**src/rtl/midpoint_circle_raster_unit_assert.svh**
```systemverilog
// assertion macros shared by the circle raster files
`ifndef MIDPOINT_CIRCLE_RASTER_UNIT_ASSERT_SVH
`define MIDPOINT_CIRCLE_RASTER_UNIT_ASSERT_SVH

// same-cycle implication, checked outside reset
`define MCR_ASSERT_NOW(lbl, ante, cons) \
    lbl: assert property (@(posedge i_clk) disable iff (!i_rst_n) (ante) |-> (cons)) \
        else $error("mcr assertion failed");

// next-cycle implication, checked outside reset
`define MCR_ASSERT_NEXT(lbl, ante, cons) \
    lbl: assert property (@(posedge i_clk) disable iff (!i_rst_n) (ante) |=> (cons)) \
        else $error("mcr assertion failed");

`endif

```
**src/rtl/mcr_pkg.sv**
```systemverilog
package mcr_pkg;

    // width of every output coordinate
    localparam int OUT_BITS = 14;

    // operation codes carried in tuser
    localparam logic OP_START = 1'b0;
    localparam logic OP_STEP  = 1'b1;

    // index of the final result of one iteration
    localparam logic [2:0] IDX_LAST_FILL    = 3'd3;
    localparam logic [2:0] IDX_LAST_OUTLINE = 3'd7;

    // status of the square root unit
    typedef struct packed {
        logic busy;
        logic done;
    } t_sqrt_stat;

endpackage

```
**src/rtl/mcr_isqrt.sv**
```systemverilog
`include "midpoint_circle_raster_unit_assert.svh"

module mcr_isqrt #(
    parameter int ROOT_BITS = 12
) (
    input  logic                     i_clk,
    input  logic                     i_rst_n,
    input  logic                     i_start,
    input  logic [2*ROOT_BITS-1:0]   i_radicand,
    output mcr_pkg::t_sqrt_stat      o_stat,
    output logic [ROOT_BITS-1:0]     o_root
);

    localparam int SQ_W  = 2 * ROOT_BITS;
    localparam int REM_W = ROOT_BITS + 1;
    localparam int SH_W  = ROOT_BITS + 3;
    localparam int CNT_W = $clog2(ROOT_BITS);

    logic [SQ_W-1:0]      r_rad;
    logic [REM_W-1:0]     r_rem;
    logic [ROOT_BITS-1:0] r_root;
    logic [CNT_W-1:0]     r_cnt;
    logic                 r_busy;
    logic                 r_done;

    logic [SH_W-1:0] w_sh;
    logic [SH_W-1:0] w_trial;
    logic [SH_W-1:0] w_diff;
    logic            w_take;

    // one root bit per cycle: bring down two radicand bits, try subtract
    assign w_sh    = {r_rem, r_rad[SQ_W-1 -: 2]};
    assign w_trial = {1'b0, r_root, 2'b01};
    assign w_diff  = w_sh - w_trial;
    assign w_take  = (w_sh >= w_trial);

    // control
    always_ff @(posedge i_clk) begin
        if (!i_rst_n) begin
            r_busy <= 1'b0;
            r_done <= 1'b0;
            r_cnt  <= '0;
        end else begin
            r_done <= r_busy && (r_cnt == '0);
            if (i_start) begin
                r_busy <= 1'b1;
                r_cnt  <= CNT_W'(ROOT_BITS - 1);
            end else if (r_busy) begin
                if (r_cnt == '0) begin
                    r_busy <= 1'b0;
                end else begin
                    r_cnt <= r_cnt - 1'b1;
                end
            end
        end
    end

    // datapath
    always_ff @(posedge i_clk) begin
        if (i_start) begin
            r_rad  <= i_radicand;
            r_rem  <= '0;
            r_root <= '0;
        end else if (r_busy) begin
            r_rad <= {r_rad[SQ_W-3:0], 2'b00};
            if (w_take) begin
                r_rem  <= w_diff[REM_W-1:0];
                r_root <= {r_root[ROOT_BITS-2:0], 1'b1};
            end else begin
                r_rem  <= w_sh[REM_W-1:0];
                r_root <= {r_root[ROOT_BITS-2:0], 1'b0};
            end
        end
    end

    assign o_stat.busy = r_busy;
    assign o_stat.done = r_done;
    assign o_root      = r_root;

    `MCR_ASSERT_NEXT(a_start_busy, i_start, r_busy && (r_cnt == CNT_W'(ROOT_BITS - 1)))
    `MCR_ASSERT_NOW(a_done_idle, r_done, !r_busy)
    `MCR_ASSERT_NEXT(a_last_done, r_busy && (r_cnt == '0) && !i_start, r_done && !r_busy)

endmodule

```
**src/rtl/midpoint_circle_raster_unit.sv**
```systemverilog
// midpoint circle rasterizer
// input stream: tuser[0] is the operation (0 start, 1 step); tdata holds
//   center x, center y, rim x, rim y from the lowest bit up. a start takes the
//   floor square root of the squared rim distance as radius; a step does one
//   midpoint iteration of the current circle (ignored when none is active).
// output stream: one transaction per point or span, tlast on the final result
//   of the final iteration. outline mode gives 8 results, fill mode 4 spans.
// config: i_cfg_we writes fill_mode (i_cfg_wdata).
// sequence: a start squares both offsets on the shared squarer, launches the
//   square root, runs COORD_BITS+1 bit-serial root steps, seeds the iteration
//   and loads the output register with its first result; a step updates the
//   iteration, enters the emit state and loads its first result.
// flow: results leave one per cycle from the output register while
//   m_axis_tready stays high. tready is high only while the sequencer is idle,
//   and returns as soon as the last result is loaded, even if it still waits.
// stall: a low m_axis_tready holds the output register and pauses the
//   sequencer in its emit state; nothing is dropped.
// reset: synchronous active low; no circle active, fill_mode 0, output empty.
`include "midpoint_circle_raster_unit_assert.svh"

module midpoint_circle_raster_unit #(
    parameter int COORD_BITS = 11
) (
    input  logic                                  i_clk,
    input  logic                                  i_rst_n,
    // configuration write
    input  logic                                  i_cfg_we,
    input  logic                                  i_cfg_wdata,
    // input stream
    input  logic                                  s_axis_tvalid,
    output logic                                  s_axis_tready,
    // tdata: center_x_in, center_y_in, rim_x_in, rim_y_in, zero pad
    input  logic [((4*COORD_BITS+7)/8)*8-1:0]     s_axis_tdata,
    // tuser: operation
    input  logic [0:0]                            s_axis_tuser,
    // output stream
    output logic                                  m_axis_tvalid,
    input  logic                                  m_axis_tready,
    // tdata: first_x, first_y, second_x, second_y
    output logic [4*mcr_pkg::OUT_BITS-1:0]        m_axis_tdata,
    // tlast: circle_done
    output logic                                  m_axis_tlast
);

    localparam int ROOT_W = COORD_BITS + 1;
    localparam int SQ_W   = 2 * ROOT_W;
    localparam int PROD_W = 2 * COORD_BITS;
    localparam int DEC_W  = COORD_BITS + 3;
    localparam int CALC_W = (DEC_W > mcr_pkg::OUT_BITS) ? DEC_W : mcr_pkg::OUT_BITS;
    localparam int OB     = mcr_pkg::OUT_BITS;

    typedef enum logic [4:0] {
        S_IDLE = 5'b00001,
        S_SQX  = 5'b00010,
        S_SQY  = 5'b00100,
        S_ROOT = 5'b01000,
        S_EMIT = 5'b10000
    } t_state;

    t_state r_state, n_state;

    logic                          r_fill;
    logic [COORD_BITS-1:0]         r_cx, r_cy;
    logic [COORD_BITS-1:0]         r_dx, r_dy;
    logic [SQ_W-1:0]               r_sq;
    logic                          r_root_go;
    logic [ROOT_W-1:0]             r_ox, r_oy;
    logic signed [DEC_W-1:0]       r_p;
    logic                          r_active;
    logic [2:0]                    r_idx;
    logic                          r_out_valid;
    logic [4*OB-1:0]               r_out_data;
    logic                          r_out_last;

    mcr_pkg::t_sqrt_stat           w_sqrt_stat;
    logic [ROOT_W-1:0]             w_root;

    // input unpack
    logic                          w_in_acc;
    logic                          w_op;
    logic [COORD_BITS-1:0]         w_cx_in, w_cy_in, w_rx_in, w_ry_in;

    assign w_in_acc = s_axis_tvalid && s_axis_tready;
    assign w_op     = s_axis_tuser[0];
    assign w_cx_in  = s_axis_tdata[COORD_BITS-1:0];
    assign w_cy_in  = s_axis_tdata[2*COORD_BITS-1:COORD_BITS];
    assign w_rx_in  = s_axis_tdata[3*COORD_BITS-1:2*COORD_BITS];
    assign w_ry_in  = s_axis_tdata[4*COORD_BITS-1:3*COORD_BITS];

    // shared squarer, one operand per cycle
    logic [COORD_BITS-1:0] w_mul_op;
    logic [PROD_W-1:0]     w_prod;

    assign w_mul_op = (r_state == S_SQX) ? r_dx : r_dy;
    assign w_prod   = PROD_W'(w_mul_op) * PROD_W'(w_mul_op);

    // square root unit
    mcr_isqrt #(
        .ROOT_BITS (ROOT_W)
    ) u_isqrt (
        .i_clk      (i_clk),
        .i_rst_n    (i_rst_n),
        .i_start    (r_root_go),
        .i_radicand (r_sq),
        .o_stat     (w_sqrt_stat),
        .o_root     (w_root)
    );

    // midpoint iteration
    logic [ROOT_W-1:0]       w_x1, w_y1;
    logic                    w_p_neg;
    logic signed [DEC_W-1:0] w_sx1, w_sy1, w_diff, w_p_next;

    assign w_p_neg  = r_p[DEC_W-1];
    assign w_x1     = r_ox + 1'b1;
    assign w_y1     = w_p_neg ? r_oy : r_oy - 1'b1;
    assign w_sx1    = signed'({2'b00, w_x1});
    assign w_sy1    = signed'({2'b00, w_y1});
    assign w_diff   = w_p_neg ? w_sx1 : w_sx1 - w_sy1;
    assign w_p_next = r_p + {w_diff[DEC_W-2:0], 1'b0} + DEC_W'(1);

    // result generation: pick octant offsets by index and mode
    logic                     w_swap, w_negx, w_negy;
    logic [ROOT_W-1:0]        w_u, w_v;
    logic signed [CALC_W-1:0] w_cxe, w_cye, w_ue, w_ve;
    logic signed [CALC_W-1:0] w_ax, w_ayp, w_aym;
    logic [4*OB-1:0]          w_res;
    logic                     w_last_idx;

    always_comb begin
        if (r_fill) begin
            w_swap = r_idx[0];
            w_negx = !r_idx[1];
            w_negy = 1'b0;
        end else begin
            w_swap = r_idx[1];
            w_negx = r_idx[2];
            w_negy = r_idx[0];
        end
    end

    assign w_u   = w_swap ? r_oy : r_ox;
    assign w_v   = w_swap ? r_ox : r_oy;
    assign w_cxe = signed'({{(CALC_W-COORD_BITS){1'b0}}, r_cx});
    assign w_cye = signed'({{(CALC_W-COORD_BITS){1'b0}}, r_cy});
    assign w_ue  = signed'({{(CALC_W-ROOT_W){1'b0}}, w_u});
    assign w_ve  = signed'({{(CALC_W-ROOT_W){1'b0}}, w_v});
    assign w_ax  = w_negx ? w_cxe - w_ue : w_cxe + w_ue;
    assign w_ayp = w_cye + w_ve;
    assign w_aym = w_cye - w_ve;

    always_comb begin
        if (r_fill) begin
            w_res = {w_aym[OB-1:0], w_ax[OB-1:0], w_ayp[OB-1:0], w_ax[OB-1:0]};
        end else if (w_negy) begin
            w_res = {w_aym[OB-1:0], w_ax[OB-1:0], w_aym[OB-1:0], w_ax[OB-1:0]};
        end else begin
            w_res = {w_ayp[OB-1:0], w_ax[OB-1:0], w_ayp[OB-1:0], w_ax[OB-1:0]};
        end
    end

    assign w_last_idx = r_fill ? (r_idx == mcr_pkg::IDX_LAST_FILL)
                               : (r_idx == mcr_pkg::IDX_LAST_OUTLINE);

    // output register may load when empty or being drained
    logic w_load;
    assign w_load = (r_state == S_EMIT) && (!r_out_valid || m_axis_tready);

    // sequencer next state
    always_comb begin
        n_state = r_state;
        case (r_state)
            S_IDLE: begin
                if (w_in_acc) begin
                    if (w_op == mcr_pkg::OP_START) begin
                        n_state = S_SQX;
                    end else if (r_active) begin
                        n_state = S_EMIT;
                    end
                end
            end
            S_SQX: begin
                n_state = S_SQY;
            end
            S_SQY: begin
                n_state = S_ROOT;
            end
            S_ROOT: begin
                if (w_sqrt_stat.done) begin
                    n_state = S_EMIT;
                end
            end
            S_EMIT: begin
                if (w_load && w_last_idx) begin
                    n_state = S_IDLE;
                end
            end
            default: begin
                n_state = S_IDLE;
            end
        endcase
    end

    // control registers
    always_ff @(posedge i_clk) begin
        if (!i_rst_n) begin
            r_state     <= S_IDLE;
            r_fill      <= 1'b0;
            r_active    <= 1'b0;
            r_root_go   <= 1'b0;
            r_out_valid <= 1'b0;
            r_idx       <= '0;
            r_cx        <= '0;
            r_cy        <= '0;
            r_ox        <= '0;
            r_oy        <= '0;
            r_p         <= '0;
        end else begin
            r_state   <= n_state;
            r_root_go <= (r_state == S_SQY);
            if (i_cfg_we) begin
                r_fill <= i_cfg_wdata;
            end
            // capture a new circle
            if (w_in_acc && (w_op == mcr_pkg::OP_START)) begin
                r_cx <= w_cx_in;
                r_cy <= w_cy_in;
            end
            // one midpoint iteration
            if (w_in_acc && (w_op == mcr_pkg::OP_STEP) && r_active) begin
                r_ox     <= w_x1;
                r_oy     <= w_y1;
                r_p      <= w_p_next;
                r_active <= (w_x1 < w_y1);
                r_idx    <= '0;
            end
            // radius ready: seed the iteration
            if ((r_state == S_ROOT) && w_sqrt_stat.done) begin
                r_ox     <= '0;
                r_oy     <= w_root;
                r_p      <= DEC_W'(1) - signed'({2'b00, w_root});
                r_active <= (w_root != '0);
                r_idx    <= '0;
            end
            // output register
            if (w_load) begin
                r_out_valid <= 1'b1;
                r_idx       <= r_idx + 1'b1;
            end else if (m_axis_tready) begin
                r_out_valid <= 1'b0;
            end
        end
    end

    // payload registers
    always_ff @(posedge i_clk) begin
        if (w_in_acc && (w_op == mcr_pkg::OP_START)) begin
            r_dx <= (w_rx_in >= w_cx_in) ? w_rx_in - w_cx_in : w_cx_in - w_rx_in;
            r_dy <= (w_ry_in >= w_cy_in) ? w_ry_in - w_cy_in : w_cy_in - w_ry_in;
        end
        if (r_state == S_SQX) begin
            r_sq <= SQ_W'(w_prod);
        end else if (r_state == S_SQY) begin
            r_sq <= r_sq + SQ_W'(w_prod);
        end
        if (w_load) begin
            r_out_data <= w_res;
            r_out_last <= w_last_idx && !r_active;
        end
    end

    assign s_axis_tready = (r_state == S_IDLE);
    assign m_axis_tvalid = r_out_valid;
    assign m_axis_tdata  = r_out_data;
    assign m_axis_tlast  = r_out_last;

    `MCR_ASSERT_NOW(a_active_order, r_active, r_ox < r_oy)
    `MCR_ASSERT_NEXT(a_last_to_idle, w_load && w_last_idx, r_state == S_IDLE)
    `MCR_ASSERT_NEXT(a_emit_holds, (r_state == S_EMIT) && r_out_valid && !m_axis_tready,
                     $stable(r_idx) && (r_state == S_EMIT))

endmodule
```
**config.mk**
```make
export PLATFORM = sky130hd
export DESIGN_NAME = midpoint_circle_raster_unit
export DESIGN_NICKNAME = d
export VERILOG_FILES = /design/src/rtl/mcr_pkg.sv /design/src/rtl/mcr_isqrt.sv /design/src/rtl/midpoint_circle_raster_unit.sv
export VERILOG_INCLUDE_DIRS = /design/src /design/src/rtl
export SDC_FILE = /design/constraint.sdc
export NUM_CORES = 1
export LEC_CHECK = 0
export ABC_AREA = 1
export BUFFER_PORTS_ARGS = -buffer_cell sky130_fd_sc_hd__buf_2
export CAP_MARGIN = 5
export CORE_MARGIN = 3
export CORE_UTILIZATION = 35
export DETAILED_ROUTE_END_ITERATION = 8
export GPL_ROUTABILITY_DRIVEN = 0
export GPL_TIMING_DRIVEN = 0
export MAX_ROUTING_LAYER = met4
export PLACE_DENSITY = 0.5
export SYNTH_ARGS = -nofsm -noshare
export SYNTH_HDL_FRONTEND = slang
export SYNTH_SLANG_ARGS = --single-unit
export TNS_END_PERCENT = 100
```
**constraint.sdc**
```tcl
create_clock -name i_clk -period 15.6 [get_ports i_clk]
set_input_delay 3.12 -clock i_clk [delete_from_list [all_inputs] [get_ports i_clk]]
set_output_delay 3.12 -clock i_clk [all_outputs]
set_load 0.02 [all_outputs]
```
==> results.yml <==
route:
  drt-pass1-iter-count: 5
  drtAntennaViolNets: 0
  avgViaCountPerCell: 4.95
  routed-via-count: 20078
  routed_wl_um: 64200
  drc_errors: 0
  drt_iter0_markers: 1043
  wl_per_cell_um: 15.8
yosys:
  netlist_area_mm2: 0.0215
  ys_warn_count: 0
  syn_nets: 3446
  synth-async-reset-ratio: 0
  yosysTopAreaCellShare: 0.154
  syn_inst: 3112
  synth-seq-area-share: 0.252
  synth_edf_count: 110
  ys_types: 55
  synth_seq_cells: 215
  postSynthAreaPerCell_um2: 6.89
  yosys.area.top_type: "edfxtp_1"
  synthTopCellsByArea: "edfxtp_1, nand2_1, ha_1"
  synth_top_flop_cell: "edfxtp_1"
layout:
  area_delta_synth_final_pct: 11.6
  final_nets: 3586
  final_common_cell: "nand2_1"
  drive_above_1_share: 0.0901
  post-route-util: 0.396
  final_area_mm2: 0.0239
  instances_no_fill: 4059
  final_cell_mix: "nand2_1, inv_1, nor2_1"
clock_tree:
  clkTransAtPathRegs_ns: 0.06
  h-tree-depth: 1
  tritoncts: "built"
  cts_buffer_depth: 3
  cts_resized: 0
  cts_root_buf: "clkbuf_16"
  clk_latency_ns: 0.57
  holdBufCountCts: 0
  cts_setup_buffers: 0
  clock_sinks: 215
  tritoncts.num_buffers: 28
floorplanning:
  start_util: 0.355
  die-width_um: 254
  die_y_um: 254
  dieArea_mm2: 0.0643
  row_count: 90
  design.core.area_mm2: 0.0605
  io_pins: 114
setup_path:
  cpMaxStageDelayCell: "fa_1"
  crit_arrival_ns: 7.79
  critPathLaunchType: "flip-flop"
  crit_fanout: 10
  worst_path_most_repeated_cell: "inv_1"
  cp_data_required_time_ns: 15.90
  worstSetupPathType: "flip-flop to flip-flop"
  slowest_delay_ns: 0.55
  critPathCaptureType: "flip-flop"
global_route:
  overflow: 0
  antenna_found_initial: 3
  grt_max_degree: 34
  grtUsageTotal: 0.204
  grt_pass1_wl_um: 103000
  grt_pass1_vias: 19839
timing:
  finalMaxSlewViolations: 0
  tns_ns: 0
  skew_ns: 0.0284
  setup_violations: 0
  slew_headroom: 0.333
  rsz0062_at_grt: "no"
  hold_viol: 0
  tightest_slew_ns: 0.999
  worst_slack_ns: 8.11
  layout_min_cycle_time_ns: 7.49
  fmax_mhz: 134
  timing.final.crit_share: 0.480
placed_design:
  dpl.cell_count: 4004
  hpwlAfterDp_um: 53000
  dpl_cell_area_mm2: 0.0230
  place_ws_ns: 8.16
  port_buffers: 109
pwr:
  ir_drop_mv: 0.284
  p_per_area_mw_per_mm2: 193
  leakage_nw: 12.2
run_status:
  outcome: "finished, final reports clean"
run:
  drv_cap: 0
worst_hold_path:
  hold_class: "flip-flop to flip-flop"
==> where the power goes <==
part	switching [mW]	leakage, nW	internal (mW)
clock	0.266	0.467	0.406
combinational	2.11	9.85	1.12
sequential	0.0167	1.85	0.710
total	2.39	12.2	2.24
==> state kept, by name, summed over array words and instances, names as in the netlist, 12 cells and up <==
signal,count
m_axis_tdata,41
r_ox,12
r_oy,12
r_p,14
r_sq,24
u_isqrt.o_root,12
u_isqrt.r_rad,24
u_isqrt.r_rem,13
==> metal layers <==
metal	up-vias	GRT usage	part of all wire
met5	-	-	0
met4	0	0.0514	0.024
met3	78	0.0248	0.047
met2	416	0.332	0.45
met1	9340	0.270	0.48
li1	10244	-	-
==> stage by stage <==
| stage | power [mW] | hold slack [ns] |
|---|---|---|
| 2_1_floorplan | 3.14 | 0.445 |
| 3_3_place_gp | 3.92 | 0.475 |
| 3_5_place_dp | 3.93 | 0.486 |
| 4_1_cts | 4.63 | 0.502 |
| 5_1_grt | 5.13 | 0.520 |
| 6_report | 4.62 | 0.499 |
==> cell usage after synthesis (25+ instances only) <==
| cell | instances |
|---|---|
| xor2_1 | 78 |
| edfxtp_1 | 110 |
| a21oi_1 | 173 |
| nand4_1 | 48 |
| fa_1 | 74 |
| clkbuf_1 | 26 |
| nand3_1 | 196 |
| nand2_1 | 814 |
| nor2_1 | 269 |
| buf_2 | 30 |
| dfxtp_1 | 105 |
| nor3_1 | 28 |
| inv_1 | 511 |
| o21ai_0 | 176 |
| a31oi_1 | 25 |
| ha_1 | 205 |
==> path summary, 6_finish.rpt <==
path | from | end | slack, ns | cells after the start
setup / recovery | r_state[2] | r_sq[17] | 8.11 | 33
hold / removal | u_isqrt.r_rem[2] | u_isqrt.r_rem[2] | 0.50 | 2
setup reg to reg | r_state[2] | r_sq[17] | 8.11 | 33
hold reg to reg | u_isqrt.r_rem[2] | u_isqrt.r_rem[2] | 0.50 | 2
==> cells by family (layout without fill, tap and decap cells) <==
kind of cell / after synthesis / after routing / share of synthesized area
compound gates: 464 / 464 / 0.120
xor+xnor: 92 / 92 / 0.0376
fa+ha+maj: 279 / 279 / 0.189
buf+inv: 629 / 791 / 0.119
flops: 215 / 215 / 0.252
mux: 1 / 1 / 0.000467
other cells: 0 / 3 / 0
simple gates: 1432 / 1432 / 0.283
==> cell type report <==
type                    instances  area [µm²]
diodes                          3        7.51
plain buffers                  92         524
clock buffers                  34         744
clock inverters                18         199
fillers                      6414       36500
inverters                     537        2020
multi-input cells            2268       13500
flip-flops and latches        215        5410
well taps                     782         978
repair buffers                110         566
==> critical path, delay by kind of cell, from the launching register on <==
family / cells / cell delay, ns
buffers and inverters: 8 / 0.78
flip-flops: 1 / 0.36
adder cells (fa/ha/maj): 7 / 3.38
AND/OR/NAND/NOR: 16 / 2.25
AO/OA/AOI/OAI: 2 / 0.47
Note: power is estimated with default switching activity, not from simulation.
